File: src/hdl/mbq_pkg.sv
`timescale 1ns / 1ps
`default_nettype none
// ----------------------------------------------------------------------------
// mbq_pkg: shared types and constants of the multichannel biquad high-pass
// Field widths, fixed-point constants, register indexes and the records
// that travel between the filter's modules.
// ----------------------------------------------------------------------------
package mbq_pkg;

  localparam int SAMPLE_W    = 16;
  localparam int CHANNEL_W   = 6;
  localparam int Y_W         = 32;  // output history, signed Q2.30
  localparam int CFG_INDEX_W = 3;

  // Raw samples are widened to Q.30 by this shift, and 32767 is 2^15 - 1.
  localparam int GAIN_SHIFT = 15;
  localparam int Q30_SHIFT  = 30;
  localparam longint ONE_Q30 = 64'sd1073741824;

  // Coefficient register indexes.
  localparam logic [CFG_INDEX_W-1:0] REG_FF0 = 3'd0;
  localparam logic [CFG_INDEX_W-1:0] REG_FF1 = 3'd1;
  localparam logic [CFG_INDEX_W-1:0] REG_FF2 = 3'd2;
  localparam logic [CFG_INDEX_W-1:0] REG_FB1 = 3'd3;
  localparam logic [CFG_INDEX_W-1:0] REG_FB2 = 3'd4;

  typedef logic signed [SAMPLE_W-1:0] sample_t;
  typedef logic signed [Y_W-1:0]      y_t;

  // One word of per-channel history memory.
  typedef struct packed {
    sample_t in1;
    sample_t in2;
    y_t      out1;
    y_t      out2;
  } hist_t;

  // What an item carries down the pipeline next to the arithmetic.
  typedef struct packed {
    sample_t                x;
    logic [CHANNEL_W-1:0]   ch;
    logic                   in_range;
    logic                   prime;
    sample_t                x1;
    y_t                     y1;
  } tag_t;

  // Load strobes of the two multiplier stages.
  typedef struct packed {
    logic load_pp;
    logic load_prod;
  } mul_ctl_t;

endpackage
`default_nettype wire

File: src/hdl/mbq_mul.sv
`timescale 1ns / 1ps
`default_nettype none
// ----------------------------------------------------------------------------
// mbq_mul: two-stage signed coefficient multiplier
// The coefficient is split into halves; both partial products are
// registered and then joined into the exact product.
// ----------------------------------------------------------------------------
module mbq_mul #(
  parameter int COEF_BITS = 32,
  parameter int OP_BITS   = 16
) (
  input  logic                                 clk,
  input  mbq_pkg::mul_ctl_t                    ctl,
  input  logic signed [COEF_BITS-1:0]          coef,
  input  logic signed [OP_BITS-1:0]            op,
  output logic signed [COEF_BITS+OP_BITS-1:0]  prod
);

  localparam int LO_W   = COEF_BITS / 2;
  localparam int HI_W   = COEF_BITS - LO_W;
  localparam int PL_W   = LO_W + 1 + OP_BITS;
  localparam int PH_W   = HI_W + OP_BITS;
  localparam int PROD_W = COEF_BITS + OP_BITS;

  logic signed [LO_W:0]       coef_lo;
  logic signed [HI_W-1:0]     coef_hi;
  logic signed [PL_W-1:0]     pp_lo;
  logic signed [PH_W-1:0]     pp_hi;
  logic signed [PROD_W-1:0]   prod_next;

  // The low half is taken as an unsigned magnitude, the high half keeps the sign.
  assign coef_lo = $signed({1'b0, coef[LO_W-1:0]});
  assign coef_hi = coef[COEF_BITS-1:LO_W];

  always_ff @(posedge clk) begin
    if (ctl.load_pp) begin
      pp_lo <= coef_lo * op;
      pp_hi <= coef_hi * op;
    end
  end

  assign prod_next = ({{LO_W{pp_hi[PH_W-1]}}, pp_hi} <<< LO_W)
                   + {{(PROD_W-PL_W){pp_lo[PL_W-1]}}, pp_lo};

  always_ff @(posedge clk) begin
    if (ctl.load_prod) begin
      prod <= prod_next;
    end
  end

endmodule
`default_nettype wire

File: config.mk
export PLATFORM = sky130hd
export DESIGN_NAME = mbq_mul
export DESIGN_NICKNAME = d
export VERILOG_FILES = /design/src/hdl/mbq_pkg.sv /design/src/hdl/mbq_mul.sv
export SDC_FILE = /design/constraint.sdc
export NUM_CORES = 1
export LEC_CHECK = 0
export ABC_CLOCK_PERIOD_IN_PS = 13900
export BUFFER_PORTS_ARGS = -buffer_cell sky130_fd_sc_hd__buf_2
export CORE_MARGIN = 4
export CORE_UTILIZATION = 39
export CTS_CLUSTER_SIZE = 25
export DETAILED_ROUTE_END_ITERATION = 16
export PLACE_DENSITY = 0.53
export SKIP_LAST_GASP = 1
export SLEW_MARGIN = 40
export SYNTH_ARGS = -nofsm -noshare
export SYNTH_HDL_FRONTEND = slang
export SYNTH_SLANG_ARGS = --single-unit
File: constraint.sdc
create_clock -name clk -period 13.9 [get_ports clk]
set_clock_uncertainty 0.1 [all_clocks]
set_input_delay 1.39 -clock clk [delete_from_list [all_inputs] [get_ports clk]]
set_output_delay 1.39 -clock clk [all_outputs]
set_load 0.005 [all_outputs]
==> run_summary.xml <==
<?xml version="1.0" encoding="UTF-8"?>
<metrics>
  <group name="clocking">
    <metric name="total_cts_buffers" unit="">17</metric>
    <metric name="number_of_clock_sinks" unit="">113</metric>
    <metric name="post_cts_hold_buffer_count" unit="">0</metric>
    <metric name="resize_count_post_cts" unit="">0</metric>
    <metric name="clkLatencyLatePin" unit="ps">450</metric>
    <metric name="ctsLongestPathBuffers" unit="">2</metric>
    <metric name="clk_pin_slew" unit="ps">70</metric>
    <metric name="clock-root-buffer" unit="">sky130_fd_sc_hd__clkbuf_16</metric>
    <metric name="cts_tree" unit="">yes</metric>
    <metric name="h_tree_lvl_count" unit="">4</metric>
    <metric name="postCtsSetupBuffers" unit="">0</metric>
  </group>
  <group name="die">
    <metric name="ioPinCount" unit="">99</metric>
    <metric name="fp.coreArea" unit="um2">59130</metric>
    <metric name="floorplan.initialDensity" unit="">0.3953</metric>
    <metric name="die_h" unit="um">252.8</metric>
    <metric name="die_w" unit="um">252.8</metric>
    <metric name="die_area" unit="um2">63910</metric>
    <metric name="rows" unit="">89</metric>
  </group>
  <group name="yosys">
    <metric name="syn-instance-count" unit="">2396</metric>
    <metric name="synth.net_count" unit="">3139</metric>
    <metric name="synthDominantCellAreaShare" unit="">0.3914</metric>
    <metric name="part_of_the_yosys_area_used_for_sequential_elements" unit="">0.1452</metric>
    <metric name="synth.most_common_cell" unit="">sky130_fd_sc_hd__inv_1</metric>
    <metric name="ys_async_sr_fraction" unit="">0</metric>
    <metric name="yosys_warnings" unit="">0</metric>
    <metric name="most_area_consuming_cells_after_synthesis" unit="">sky130_fd_sc_hd__fa_1 39%, sky130_fd_sc_hd__edfxtp_1 15%, sky130_fd_sc_hd__ha_1 13%</metric>
    <metric name="edff_count_synth" unit="">113</metric>
    <metric name="number_of_register_bits_inferred_by_synthesis" unit="">113</metric>
    <metric name="post_synth.cell_area_avg" unit="um2">9.755</metric>
    <metric name="synth_commonest_cells" unit="">533 x sky130_fd_sc_hd__inv_1, 457 x sky130_fd_sc_hd__fa_1, 265 x sky130_fd_sc_hd__nand2_1</metric>
    <metric name="area_of_the_mapped_netlist" unit="um2">23370</metric>
    <metric name="post_synth_num_cell_types" unit="">60</metric>
    <metric name="synthFlopType" unit="">sky130_fd_sc_hd__edfxtp_1</metric>
    <metric name="synth_top_area_cell" unit="">sky130_fd_sc_hd__fa_1</metric>
  </group>
  <group name="route">
    <metric name="drcViolationCount" unit="">0</metric>
    <metric name="ant_nets" unit="">0</metric>
    <metric name="via_count" unit="">16220</metric>
    <metric name="route.final.wire_length" unit="um">57290</metric>
    <metric name="via_per_inst" unit="">5.040</metric>
    <metric name="drt-pass1-iter-count" unit="">5</metric>
    <metric name="drt-wirelength-per-cell" unit="um">17.80</metric>
    <metric name="drt_iter0_drc" unit="">704</metric>
  </group>
  <group name="timing">
    <metric name="tmin_final" unit="ps">8097</metric>
    <metric name="count_of_final_max_slew_check_failures" unit="">0</metric>
    <metric name="worst_rel_slew_slack" unit="">0.4084</metric>
    <metric name="setup-tns-final" unit="ps">0</metric>
    <metric name="setup_viol" unit="">0</metric>
    <metric name="worst_slew_pin_slew" unit="ps">887.4</metric>
    <metric name="fin_worst_hold_slack" unit="ps">312.5</metric>
    <metric name="finalCritPeriodShare" unit="">0.5825</metric>
    <metric name="hold_violation_count_in_the_final_report" unit="">0</metric>
    <metric name="rsz0062_at_grt" unit="">false</metric>
    <metric name="achievable-frequency" unit="GHz">0.1235</metric>
  </group>
  <group name="finish">
    <metric name="design.final.nets" unit="">3174</metric>
    <metric name="final_layout_size_suffix_gt1_frac" unit="">0.05892</metric>
    <metric name="layout_overhead_on_the_synthesized_area" unit="%">7.510</metric>
    <metric name="final_design_area_no_fill" unit="um2">25130</metric>
  </group>
  <group name="placement">
    <metric name="place_area" unit="um2">24540</metric>
    <metric name="globalplace.congestion" unit="">0.8604</metric>
    <metric name="portBuffers" unit="">98</metric>
    <metric name="place.detailed.hpwl" unit="um">44760</metric>
  </group>
  <group name="hold_path">
    <metric name="startpoint_of_the_most_critical_hold_path" unit="">pp_lo[10]</metric>
    <metric name="min-delay-path-class" unit="">reg -&gt; reg</metric>
    <metric name="worstHoldEndpoint" unit="">prod[10]</metric>
    <metric name="whs_path_depth" unit="">0</metric>
  </group>
  <group name="grt">
    <metric name="grt_start_max_net_pins" unit="">66</metric>
    <metric name="grt_remaining_overflow" unit="">0</metric>
    <metric name="first_pass_grt_wire_length" unit="um">97080</metric>
    <metric name="first_global_vias" unit="">18280</metric>
    <metric name="grt_use_total" unit="">0.1918</metric>
    <metric name="antenna_found_initial" unit="">1</metric>
  </group>
  <group name="job">
    <metric name="drv.max_cap_violation_count" unit="">0</metric>
  </group>
  <group name="worst_setup_path">
    <metric name="biggest_fanout_along_the_worst_timing_path" unit="">14</metric>
    <metric name="setup.reg_to_reg.worst_slack" unit="ps">10270</metric>
    <metric name="worstPathArrival" unit="ps">8280</metric>
    <metric name="timing.rr.end" unit="">prod[47]</metric>
    <metric name="worst-endpoint-required" unit="ps">14090</metric>
    <metric name="worst_r2r_startpoint" unit="">pp_lo[32]</metric>
    <metric name="worst-setup-path-type" unit="">in -&gt; reg</metric>
    <metric name="worst_r2r_path_depth" unit="">10</metric>
    <metric name="critical_path.endpoint_type" unit="">register</metric>
    <metric name="timing.critical_path.from_type" unit="">input port</metric>
  </group>
  <group name="outcome">
    <metric name="status" unit="">completed</metric>
  </group>
</metrics>
worst max path at each step:
| stage | end | start | slack [ps] | cells past startpoint |
|---|---|---|---|---|
| floorplan | pp_hi[31] | coef[31] | 6570 | 20 |
| global placement | pp_lo[32] | op[15] | 5430 | 22 |
| detailed placement | pp_lo[32] | op[15] | 5330 | 22 |
| CTS | pp_lo[32] | op[15] | 5800 | 22 |
| global route | pp_lo[32] | op[15] | 5420 | 22 |
| finish | pp_lo[32] | op[15] | 5800 | 22 |
routing by layer:
layer	wire length, um	vias to the layer above	GRT usage	part of all wire
met1	26040	8368	0.2624	0.45
met3	2488	67	0.02547	0.043
met4	1236	0	0.05374	0.022
met5	0	-	0	0
li1	-	7426	-	-
met2	27520	357	0.3229	0.48
state kept, by name (all words and copies together) (netlist names):
| register | cells |
|---|---|
| prod | 48 |
| pp_lo | 33 |
| pp_hi | 32 |
final cells by class:
class                           count  area, um2
Fill cell                        5724      34000
Multi-Input combinational cell   1665      17660
Sequential cell                   113       3393
Inverter                          533       2001
Tap cell                          773      967.2
Timing Repair Buffer              101      521.8
Clock buffer                       17      425.4
Clock inverter                     15      157.7
Antenna cell                        1      2.502
critical path, cell delays in order:
cell and delay, ps:
sky130_fd_sc_hd__buf_2 360, sky130_fd_sc_hd__inv_1 470, sky130_fd_sc_hd__buf_4 350, sky130_fd_sc_hd__nor2_1 150, sky130_fd_sc_hd__fa_1 440, sky130_fd_sc_hd__fa_1 460
sky130_fd_sc_hd__fa_1 530, sky130_fd_sc_hd__fa_1 430, sky130_fd_sc_hd__fa_1 490, sky130_fd_sc_hd__inv_1 50, sky130_fd_sc_hd__fa_1 510, sky130_fd_sc_hd__inv_1 50
sky130_fd_sc_hd__ha_1 370, sky130_fd_sc_hd__a21o_1 210, sky130_fd_sc_hd__a21oi_1 260, sky130_fd_sc_hd__o2111ai_1 160, sky130_fd_sc_hd__a21oi_1 400, sky130_fd_sc_hd__nor3_1 130
sky130_fd_sc_hd__a311oi_1 430, sky130_fd_sc_hd__a21oi_1 190, sky130_fd_sc_hd__and4_1 240, sky130_fd_sc_hd__nor3_1 200
cell usage in the layout (no fill, tap or decap), types with 12 or more instances in the layout:
cell type                   netlist  layout
sky130_fd_sc_hd__inv_1          533     533
sky130_fd_sc_hd__fa_1           457     457
sky130_fd_sc_hd__nand2_1        265     265
sky130_fd_sc_hd__and2_1         248     248
sky130_fd_sc_hd__ha_1           235     235
sky130_fd_sc_hd__edfxtp_1       113     113
sky130_fd_sc_hd__buf_2            0      96
sky130_fd_sc_hd__xnor2_1         68      68
sky130_fd_sc_hd__a21oi_1         66      66
sky130_fd_sc_hd__nor2_1          61      61
sky130_fd_sc_hd__a21o_1          34      34
sky130_fd_sc_hd__o21ai_0         32      32
sky130_fd_sc_hd__nand2b_1        21      21
sky130_fd_sc_hd__xor2_1          19      19
sky130_fd_sc_hd__clkbuf_16        0      17
sky130_fd_sc_hd__nand3_1         13      13
sky130_fd_sc_hd__a211oi_1        12      12
logic make-up (layout without fill, tap and decap cells):
logic type                 after synthesis  in the layout  synth area share
AOI/OAI and AO/OA                      226            226           0.06434
xor gates and xnor gates                87             87           0.03260
adders and majority gates              692            692            0.5172
buffers and inverters                  618            666           0.09925
DFF                                    113            113            0.1452
muxes                                    1              1         0.0004817
other                                    0              1                 0
and+or+nand+nor                        659            659            0.1409
metrics by stage:
| stage | util | setup slack [ps] | cells |
|---|---|---|---|
| floorplan | - | 6575 | 2396 |
| global placement | 0.4149 | 5432 | 3185 |
| detailed placement | 0.4150 | 5328 | 3185 |
| CTS | 0.4249 | 5802 | 3217 |
| global route | 0.4250 | 5421 | 3218 |
| finish | 0.4250 | 5803 | 3218 |
Power is not shown: default switching activity piles up to over one toggle a cycle in this logic, so the estimate is an artifact.
